File: config.mk
export PLATFORM = sky130hd
export DESIGN_NAME = rgb_colour_vote_classifier_top_flat
export DESIGN_NICKNAME = d
export VERILOG_FILES = /design/src/design/rgbcv_pkg.sv /design/src/design/rgbcv_smp_if.sv /design/src/design/rgbcv_res_if.sv /design/src/design/rgb_colour_vote_classifier_top.sv /design/src/flat_wrapper.sv
export SDC_FILE = /design/constraint.sdc
export NUM_CORES = 2
export LEC_CHECK = 0
export ABC_AREA = 1
export BUFFER_PORTS_ARGS = -buffer_cell sky130_fd_sc_hd__buf_2
export CORE_MARGIN = 2
export CORE_UTILIZATION = 50
export DETAILED_ROUTE_END_ITERATION = 10
export GPL_ROUTABILITY_DRIVEN = 0
export HOLD_SLACK_MARGIN = 0.03
export PLACE_DENSITY_LB_ADDON = 0.3
export RECOVER_POWER = 100
export SLEW_MARGIN = 30
export SYNTH_ARGS = -nofsm -noshare
export SYNTH_HDL_FRONTEND = slang
export SYNTH_SLANG_ARGS = --single-unit
File: constraint.sdc
create_clock -name clk_i -period 7 [get_ports clk_i]
set_clock_uncertainty 0.15 [all_clocks]
set_input_delay 1.4 -clock clk_i [delete_from_list [all_inputs] [get_ports clk_i]]
set_output_delay 1.4 -clock clk_i [all_outputs]
set_load 0.01 [all_outputs]
File: src/design/rgbcv_pkg.sv
// Shared widths, class codes, register indexes and reset values of the RGB colour vote classifier.
`default_nettype none
package rgbcv_pkg;

  localparam int unsigned SAMPLE_W   = 16;
  localparam int unsigned GAIN_W     = 12;
  localparam int unsigned CLASS_W    = 3;
  localparam int unsigned CFG_IDX_W  = 3;
  localparam int unsigned CFG_DATA_W = 16;
  localparam int unsigned WINDOW_W   = 8;
  localparam int unsigned NUM_CLASS  = 5;

  typedef enum logic [CLASS_W-1:0] {
    CLS_BLACK = 3'd0,
    CLS_WHITE = 3'd1,
    CLS_RED   = 3'd2,
    CLS_BLUE  = 3'd3,
    CLS_GREEN = 3'd4,
    CLS_NONE  = 3'd5
  } class_e;

  localparam logic [CFG_IDX_W-1:0] REG_RED_GAIN_HIGH = 3'd0;
  localparam logic [CFG_IDX_W-1:0] REG_RED_GAIN_LOW  = 3'd1;
  localparam logic [CFG_IDX_W-1:0] REG_BLUE_GAIN     = 3'd2;
  localparam logic [CFG_IDX_W-1:0] REG_RED_KNEE      = 3'd3;
  localparam logic [CFG_IDX_W-1:0] REG_DARK_LEVEL    = 3'd4;
  localparam logic [CFG_IDX_W-1:0] REG_BRIGHT_LEVEL  = 3'd5;
  localparam logic [CFG_IDX_W-1:0] REG_WINDOW_LENGTH = 3'd6;

  localparam logic [GAIN_W-1:0]   RST_RED_GAIN_HIGH = 12'd1178;
  localparam logic [GAIN_W-1:0]   RST_RED_GAIN_LOW  = 12'd1126;
  localparam logic [GAIN_W-1:0]   RST_BLUE_GAIN     = 12'd870;
  localparam logic [SAMPLE_W-1:0] RST_RED_KNEE      = 16'd1200;
  localparam logic [SAMPLE_W-1:0] RST_DARK_LEVEL    = 16'd675;
  localparam logic [SAMPLE_W-1:0] RST_BRIGHT_LEVEL  = 16'd1400;
  localparam logic [WINDOW_W-1:0] RST_WINDOW_LENGTH = 8'd25;

endpackage
`default_nettype wire

File: src/design/rgbcv_smp_if.sv
// Input channel: one raw red, green and blue sensor sample per item.
`default_nettype none
interface rgbcv_smp_if;
  import rgbcv_pkg::*;

  logic                valid;
  logic                ready;
  logic [SAMPLE_W-1:0] red_sample;
  logic [SAMPLE_W-1:0] green_sample;
  logic [SAMPLE_W-1:0] blue_sample;

  modport source (output valid, output red_sample, output green_sample,
                  output blue_sample, input ready);
  modport sink   (input valid, input red_sample, input green_sample,
                  input blue_sample, output ready);
endinterface
`default_nettype wire

File: src/design/rgbcv_res_if.sv
// Result channel: the class of one sample and the window decision.
`default_nettype none
interface rgbcv_res_if;
  import rgbcv_pkg::*;

  logic               valid;
  logic               ready;
  logic [CLASS_W-1:0] sample_class;
  logic               window_done;
  logic [CLASS_W-1:0] majority_colour;

  modport source (output valid, output sample_class, output window_done,
                  output majority_colour, input ready);
  modport sink   (input valid, input sample_class, input window_done,
                  input majority_colour, output ready);
endinterface
`default_nettype wire

File: src/design/rgb_colour_vote_classifier_top.sv
// Top level of the RGB colour vote classifier: scaling, classification and voting.
//
// smp_i takes one raw red/green/blue sample per item; res_o gives exactly one
// result item per sample: its class, a window-done flag and, on the sample
// that closes the window, the majority colour (zero otherwise).
// The configuration port writes register cfg_idx_i with cfg_data_i at any edge
// where cfg_we_i is high; write it only while the block is idle.
// A sample goes from the input register through the gain multipliers to the
// classify-and-vote result register before its result is valid.
// Throughput: one item per cycle while res_o.ready is high, set by the three-stage
// pipeline with one 16x12 multiplier per scaled channel in the middle stage.
// Reset loads the register defaults, clears the class counters and the
// sample count, and empties the pipeline.
// When the receiver stalls, the result register holds its item and the
// earlier stages keep accepting until they are full; smp_i.ready then drops.
`default_nettype none
module rgb_colour_vote_classifier_top #(
  parameter int unsigned COUNT_WIDTH = 8
) (
  input  wire                              clk_i,
  input  wire                              rst_ni,
  input  wire                              cfg_we_i,
  input  wire [rgbcv_pkg::CFG_IDX_W-1:0]   cfg_idx_i,
  input  wire [rgbcv_pkg::CFG_DATA_W-1:0]  cfg_data_i,
  rgbcv_smp_if.sink                        smp_i,
  rgbcv_res_if.source                      res_o
);
  import rgbcv_pkg::*;

  localparam int unsigned SUM_W  = SAMPLE_W + 2;
  localparam int unsigned PROD_W = SAMPLE_W + GAIN_W;

  // Configuration registers.
  logic [GAIN_W-1:0]   red_gain_high_q, red_gain_low_q, blue_gain_q;
  logic [SAMPLE_W-1:0] red_knee_q, dark_level_q, bright_level_q;
  logic [WINDOW_W-1:0] window_length_q;

  always_ff @(posedge clk_i or negedge rst_ni) begin
    if (!rst_ni) begin
      red_gain_high_q <= RST_RED_GAIN_HIGH;
      red_gain_low_q  <= RST_RED_GAIN_LOW;
      blue_gain_q     <= RST_BLUE_GAIN;
      red_knee_q      <= RST_RED_KNEE;
      dark_level_q    <= RST_DARK_LEVEL;
      bright_level_q  <= RST_BRIGHT_LEVEL;
      window_length_q <= RST_WINDOW_LENGTH;
    end else if (cfg_we_i) begin
      case (cfg_idx_i)
        REG_RED_GAIN_HIGH: red_gain_high_q <= cfg_data_i[GAIN_W-1:0];
        REG_RED_GAIN_LOW:  red_gain_low_q  <= cfg_data_i[GAIN_W-1:0];
        REG_BLUE_GAIN:     blue_gain_q     <= cfg_data_i[GAIN_W-1:0];
        REG_RED_KNEE:      red_knee_q      <= cfg_data_i;
        REG_DARK_LEVEL:    dark_level_q    <= cfg_data_i;
        REG_BRIGHT_LEVEL:  bright_level_q  <= cfg_data_i;
        REG_WINDOW_LENGTH: window_length_q <= cfg_data_i[WINDOW_W-1:0];
        default: ;
      endcase
    end
  end

  // Pipeline flow control: a stage loads when it is empty or its item moves on.
  logic v1_q, v2_q, v3_q;
  logic en1, en2, en3;

  assign en3 = !v3_q || res_o.ready;
  assign en2 = !v2_q || en3;
  assign en1 = !v1_q || en2;
  assign smp_i.ready = en1;

  always_ff @(posedge clk_i or negedge rst_ni) begin
    if (!rst_ni) begin
      v1_q <= 1'b0;
      v2_q <= 1'b0;
      v3_q <= 1'b0;
    end else begin
      if (en1) v1_q <= smp_i.valid;
      if (en2) v2_q <= v1_q;
      if (en3) v3_q <= v2_q;
    end
  end

  // Stage 1: raw sample register.
  logic [SAMPLE_W-1:0] raw_r_q, raw_g_q, raw_b_q;

  always_ff @(posedge clk_i) begin
    if (en1 && smp_i.valid) begin
      raw_r_q <= smp_i.red_sample;
      raw_g_q <= smp_i.green_sample;
      raw_b_q <= smp_i.blue_sample;
    end
  end

  // Stage 2: Q2.10 scaling with saturation at full scale.
  function automatic logic [SAMPLE_W-1:0] scale_sat(input logic [SAMPLE_W-1:0] raw,
                                                    input logic [GAIN_W-1:0] gain);
    logic [PROD_W-1:0] prod;
    prod = PROD_W'(raw) * PROD_W'(gain);
    if (prod[PROD_W-1:SAMPLE_W+10] != '0) return '1;
    return prod[SAMPLE_W+9:10];
  endfunction

  logic [GAIN_W-1:0]   red_gain;
  logic [SAMPLE_W-1:0] scl_r_d, scl_b_d;
  logic [SAMPLE_W-1:0] scl_r_q, scl_g_q, scl_b_q;

  assign red_gain = (raw_r_q > red_knee_q) ? red_gain_high_q : red_gain_low_q;
  assign scl_r_d  = scale_sat(raw_r_q, red_gain);
  assign scl_b_d  = scale_sat(raw_b_q, blue_gain_q);

  always_ff @(posedge clk_i) begin
    if (en2 && v1_q) begin
      scl_r_q <= scl_r_d;
      scl_g_q <= raw_g_q;
      scl_b_q <= scl_b_d;
    end
  end

  // Stage 3: classify, count and vote.
  // floor(sum / 3) < dark is the same test as sum < 3 * dark.
  logic [SUM_W-1:0] sum3, dark3;
  class_e           cls_d;

  assign sum3  = SUM_W'(scl_r_q) + SUM_W'(scl_g_q) + SUM_W'(scl_b_q);
  assign dark3 = {1'b0, dark_level_q, 1'b0} + SUM_W'(dark_level_q);

  always_comb begin
    if (sum3 < dark3) begin
      cls_d = CLS_BLACK;
    end else if (scl_r_q > bright_level_q && scl_g_q > bright_level_q &&
                 scl_b_q > bright_level_q) begin
      cls_d = CLS_WHITE;
    end else if (scl_r_q > scl_g_q && scl_r_q > scl_b_q) begin
      cls_d = CLS_RED;
    end else if (scl_b_q > scl_g_q && scl_b_q > scl_r_q) begin
      cls_d = CLS_BLUE;
    end else if (scl_g_q > scl_r_q && scl_g_q > scl_b_q) begin
      cls_d = CLS_GREEN;
    end else begin
      cls_d = CLS_NONE;
    end
  end

  logic [NUM_CLASS-1:0][COUNT_WIDTH-1:0] cnt_q, cnt_inc, cnt_d;
  logic [WINDOW_W-1:0]                   seen_q, seen_d;
  logic [WINDOW_W:0]                     seen_inc, win_len;
  logic                                  done_d;
  class_e                                maj_d;
  logic                                  step;

  assign step = v2_q && en3;

  // The closing sample is counted before the majority is taken.
  always_comb begin
    for (int c = 0; c < NUM_CLASS; c++) begin
      cnt_inc[c] = cnt_q[c];
      if (CLASS_W'(c) == cls_d && cnt_q[c] != '1) begin
        cnt_inc[c] = cnt_q[c] + COUNT_WIDTH'(1);
      end
    end
  end

  assign win_len  = (window_length_q == '0) ? (WINDOW_W+1)'(1) : {1'b0, window_length_q};
  assign seen_inc = {1'b0, seen_q} + (WINDOW_W+1)'(1);
  assign done_d   = seen_inc >= win_len;
  assign seen_d   = done_d ? '0 : seen_inc[WINDOW_W-1:0];
  assign cnt_d    = done_d ? '0 : cnt_inc;

  always_comb begin
    if (cnt_inc[0] > cnt_inc[1] && cnt_inc[0] > cnt_inc[2] &&
        cnt_inc[0] > cnt_inc[3] && cnt_inc[0] > cnt_inc[4]) begin
      maj_d = CLS_BLACK;
    end else if (cnt_inc[1] > cnt_inc[2] && cnt_inc[1] > cnt_inc[3] &&
                 cnt_inc[1] > cnt_inc[4]) begin
      maj_d = CLS_WHITE;
    end else if (cnt_inc[2] > cnt_inc[3] && cnt_inc[2] > cnt_inc[4]) begin
      maj_d = CLS_RED;
    end else if (cnt_inc[3] > cnt_inc[4]) begin
      maj_d = CLS_BLUE;
    end else begin
      maj_d = CLS_GREEN;
    end
  end

  always_ff @(posedge clk_i or negedge rst_ni) begin
    if (!rst_ni) begin
      cnt_q  <= '0;
      seen_q <= '0;
    end else if (step) begin
      cnt_q  <= cnt_d;
      seen_q <= seen_d;
    end
  end

  class_e res_cls_q, res_maj_q;
  logic   res_done_q;

  always_ff @(posedge clk_i) begin
    if (step) begin
      res_cls_q  <= cls_d;
      res_done_q <= done_d;
      res_maj_q  <= done_d ? maj_d : CLS_BLACK;
    end
  end

  assign res_o.valid           = v3_q;
  assign res_o.sample_class    = res_cls_q;
  assign res_o.window_done     = res_done_q;
  assign res_o.majority_colour = res_maj_q;

`ifndef SYNTH
  a_window_clears: assert property (@(posedge clk_i) disable iff (!rst_ni)
    (step && done_d) |=> (seen_q == '0 && cnt_q == '0))
    else $error("counters not cleared after the closing item");

  a_tie_not_counted: assert property (@(posedge clk_i) disable iff (!rst_ni)
    (step && !done_d && cls_d == CLS_NONE) |=> $stable(cnt_q))
    else $error("unclassified item changed a class counter");

  a_maj_zero_open: assert property (@(posedge clk_i) disable iff (!rst_ni)
    (v3_q && !res_done_q) |-> (res_maj_q == CLS_BLACK))
    else $error("majority colour set on an item that does not close the window");

  a_ready_only_full: assert property (@(posedge clk_i) disable iff (!rst_ni)
    !smp_i.ready |-> (v1_q && v2_q && v3_q && !res_o.ready))
    else $error("input stalled while the pipeline has room");

  a_seen_moves: assert property (@(posedge clk_i) disable iff (!rst_ni)
    !step |=> $stable(seen_q))
    else $error("sample count changed without an item");
`endif

endmodule
`default_nettype wire

File: src/flat_wrapper.sv
// flat-port wrapper written by rule: the top's interface ports become plain ports
module rgb_colour_vote_classifier_top_flat import rgbcv_pkg::*;
#(
  parameter int unsigned COUNT_WIDTH = 8
)
  (clk_i, rst_ni, cfg_we_i, cfg_idx_i, cfg_data_i, smp_i_valid, smp_i_red_sample, smp_i_green_sample, smp_i_blue_sample, smp_i_ready, res_o_valid, res_o_sample_class, res_o_window_done, res_o_majority_colour, res_o_ready);
  rgbcv_smp_if smp_i_i ();
  rgbcv_res_if res_o_i ();
  input  wire clk_i;
  input  wire rst_ni;
  input  wire cfg_we_i;
  input  wire [rgbcv_pkg::CFG_IDX_W-1:0] cfg_idx_i;
  input  wire [rgbcv_pkg::CFG_DATA_W-1:0] cfg_data_i;
  input wire logic [$bits(smp_i_i.valid)-1:0] smp_i_valid;
  input wire logic [$bits(smp_i_i.red_sample)-1:0] smp_i_red_sample;
  input wire logic [$bits(smp_i_i.green_sample)-1:0] smp_i_green_sample;
  input wire logic [$bits(smp_i_i.blue_sample)-1:0] smp_i_blue_sample;
  output wire logic [$bits(smp_i_i.ready)-1:0] smp_i_ready;
  output wire logic [$bits(res_o_i.valid)-1:0] res_o_valid;
  output wire logic [$bits(res_o_i.sample_class)-1:0] res_o_sample_class;
  output wire logic [$bits(res_o_i.window_done)-1:0] res_o_window_done;
  output wire logic [$bits(res_o_i.majority_colour)-1:0] res_o_majority_colour;
  input wire logic [$bits(res_o_i.ready)-1:0] res_o_ready;
  assign smp_i_i.valid = smp_i_valid;
  assign smp_i_i.red_sample = smp_i_red_sample;
  assign smp_i_i.green_sample = smp_i_green_sample;
  assign smp_i_i.blue_sample = smp_i_blue_sample;
  assign smp_i_ready = smp_i_i.ready;
  assign res_o_valid = res_o_i.valid;
  assign res_o_sample_class = res_o_i.sample_class;
  assign res_o_window_done = res_o_i.window_done;
  assign res_o_majority_colour = res_o_i.majority_colour;
  assign res_o_i.ready = res_o_ready;
  rgb_colour_vote_classifier_top #(.COUNT_WIDTH(COUNT_WIDTH)) u_core (.clk_i(clk_i), .rst_ni(rst_ni), .cfg_we_i(cfg_we_i), .cfg_idx_i(cfg_idx_i), .cfg_data_i(cfg_data_i), .smp_i(smp_i_i), .res_o(res_o_i));
endmodule
==> metrics <==
grt met2 use=43.07%; Netlist Area Pre-Place=0.02920 mm2; worst hold slack=0.2503 ns; Vias=24,863; worst min path class=reg2reg; EDFF count, synth=103; status=finished, violations left; WL/cell=17.38 um; most used cell, CP=fa_1; Final ANT Viol Nets=0; DRT Pass-1 Iters=6; final slew viol count=288; Most Used Layer, Global Route=met2; most frequent cells in the layout=766 x nand2_1, 687 x inv_1, 372 x ha_1, 266 x fa_1, 261 x buf_4; failing checks=capacitance limit, slew limit, setup timing; Syn Nets=4,311; Rel. slew slack=-137.7%; IO buf count=80; Final WS setup=-0.1298 ns; Avg Cell Area, Syn=8.201 um2; Sink Count=246; worst slack, placed=-0.4253 ns; post-synth cell types=61; nature of the critical path startpoint=flop; Synth area leader=fa_1; clock latency on the worst-skew pair=0.62 ns; DIE HEIGHT=245.6 um; CTS HTree Levels=1; Final Hold Vio Count=0; DRC=0; period utilization=101.9%; slowest cell on the critical path=fa_1; Main synth FF type=dfrtp_1; Synthesis Warnings=0; Overflow after GRT=0; M3 GR Usage=5.457%; crit path DAT=7.34 ns; antenna violations before repair=4; clk slew on worst S/H paths=0.06 ns; hold path depth=0; initial core utilization=50.60%; Nets=4,612; first-pass GRT wire length=127.3 mm; # rows=88; Setup-failing EPs final=16; commonest non-fill, non-tap cell in the layout=nand2_1; R2R cell count=30; Crit. End Element=flop; flops & latches, synth=246; CTS tree=yes; Gate Count Post-Synth=3,560; Crit Path Category=reg2reg; RSZ-0062 raised after global routing=yes; fin cells=4,652; drt total wl=80.83 mm; register area share after synthesis=23.00%; number of global-route vias before repair=24,522; crit-path max FO=8; CTS Buffer Depth=3; CP Data Required Time=7.21 ns; IO Pins=81; chip width=245.6 um; max incr delay on CP=0.57 ns; share of layout cells above drive strength 1=17.58%; Placed Cells=4,548; cts bufs inserted=30; hold_buf cts=0; CTS root buf=clkbuf_16; Iter 0 DRT Violations=1,672; Max Clk Rate=0.1403 GHz; DIE AREA=0.06034 mm2; Max Cap Violations=6; GRT Total Usage=26.72%; Async SR Flop Fraction=58.13%; largest net degree at the start of global routing=59; vias per inst=5.345; DP HPWL=63.33 mm; worst-margin pin slew=3.566 ns; fin crit period=7.130 ns; post-synth top area share=19.27%; synthesis-to-finish area growth=17.97%; M1 GR Usage=36.22%; ranking of synthesized cells by area=fa_1 19%, ha_1 17%, edfxtp_1 11%, nand2_1 10%, dfrtp_1 9.3%; core box area=0.05770 mm2
-- worst paths after layout --
| path | startpoint | endpoint | slack (ns) |
|---|---|---|---|
| setup / recovery | u_core.red_knee_q[10] | u_core.scl_r_q[8] | -0.13 |
| hold / removal | u_core.raw_g_q[6] | u_core.scl_g_q[6] | 0.25 |
| setup reg to reg | u_core.red_knee_q[10] | u_core.scl_r_q[8] | -0.13 |
| hold reg to reg | u_core.raw_g_q[6] | u_core.scl_g_q[6] | 0.25 |
| max in group asynchronous | rst_ni | u_core.red_gain_low_q[3] | 1.61 |
| min in group asynchronous | rst_ni | u_core.dark_level_q[15] | 1.18 |
-- cells in the mapped netlist, types with 3 or more instances --
library cell  instances
clkinv_1              3
a31oi_1              10
o21ai_1              48
o211ai_1             15
ha_1                398
or2_2                10
o21a_1               18
clkbuf_1             77
nor3_1               38
o2111ai_1             3
a211oi_1              6
nor2_2                4
o31ai_1               6
inv_1               721
nand3_2               4
nor4_1                4
o221ai_1              7
nand3_1              81
nor2_1              184
nor2_4                4
fa_1                281
buf_2                 5
a21boi_1              4
o21bai_1              9
inv_2                 9
nand2_1             790
nand3b_1              8
a21oi_1             201
xor2_1               84
o21ai_0             148
nand4_1              21
buf_1                11
dfstp_2              34
xnor2_1              26
a41o_1                3
edfxtp_1            103
dfrtp_1             109
o22ai_1              18
a221oi_1              4
nand2_2              25
-- timing repair --
action	in CTS	in global routing
gates cloned	2	0
pin swaps	64	87
setup buffers	12	32
endpoints found under the setup margin	17	19
hold endpoints to repair	0	0
resized for setup	90	182
-- worst max-delay path, delay by kind of cell (launching register included) --
family,cells,cell delay (ns)
buf+inv,7,0.80
simple gates,14,1.96
flops,1,0.54
compound gates,2,0.36
fa+ha+maj,7,3.03
-- routing by layer --
layer  share of wire, %  wire, um
met4                3.3      2636
met5              0.028        23
met1                 43     34940
met3                8.0      6448
met2                 46     36790
-- cells by family after synthesis --
kind of cell | synth area share, %
adders and majority gates | 36.32
and+or+nand+nor | 16.77
DFF | 23.00
AOI/OAI and AO/OA | 9.870
xor gates and xnor gates | 3.300
buffers and inverters | 10.74
-- cell type report --
cell class	count	area, um2
Timing Repair inverter	1	7.507
Timing Repair Buffer	362	2547
Clock inverter	23	309.0
Antenna cell	2	5.005
Fill cell	5097	23250
Inverter	733	2769
Sequential cell	246	6714
Multi-Input combinational cell	2487	20350
Clock buffer	33	782.0
Tap cell	765	957.2
-- registers in the layout, indices dropped and copies added (netlist names) --
register	count
u_core.v1_q	1
u_core.res_o.majority_colour	3
u_core.res_o.sample_class	3
u_core.raw_b_q	16
u_core.res_o.window_done	1
u_core.bright_level_q	16
u_core.v2_q	1
u_core.raw_g_q	16
u_core.red_gain_low_q	12
u_core.seen_q	8
u_core.dark_level_q	16
u_core.red_knee_q	16
u_core.scl_b_q	16
u_core.blue_gain_q	12
u_core.scl_r_q	16
u_core.cnt_q	40
u_core.raw_r_q	16
u_core.red_gain_high_q	12
u_core.window_length_q	8
u_core.res_o.valid	1
u_core.scl_g_q	16
-- through the flow --
step	utilization (%)	instance area (um2)	TNS, ns
finish	59.69	34440	-1.295
global route	59.69	34440	-5.154
CTS	58.10	33520	-0.0001870
detailed placement	55.43	31980	-5.921
global placement	55.42	31980	-5.418
floorplan	-	29200	0
Power is left out: the tool's default activity adds up to more than one toggle a clock period on the data nets, which glitch-free logic cannot reach.
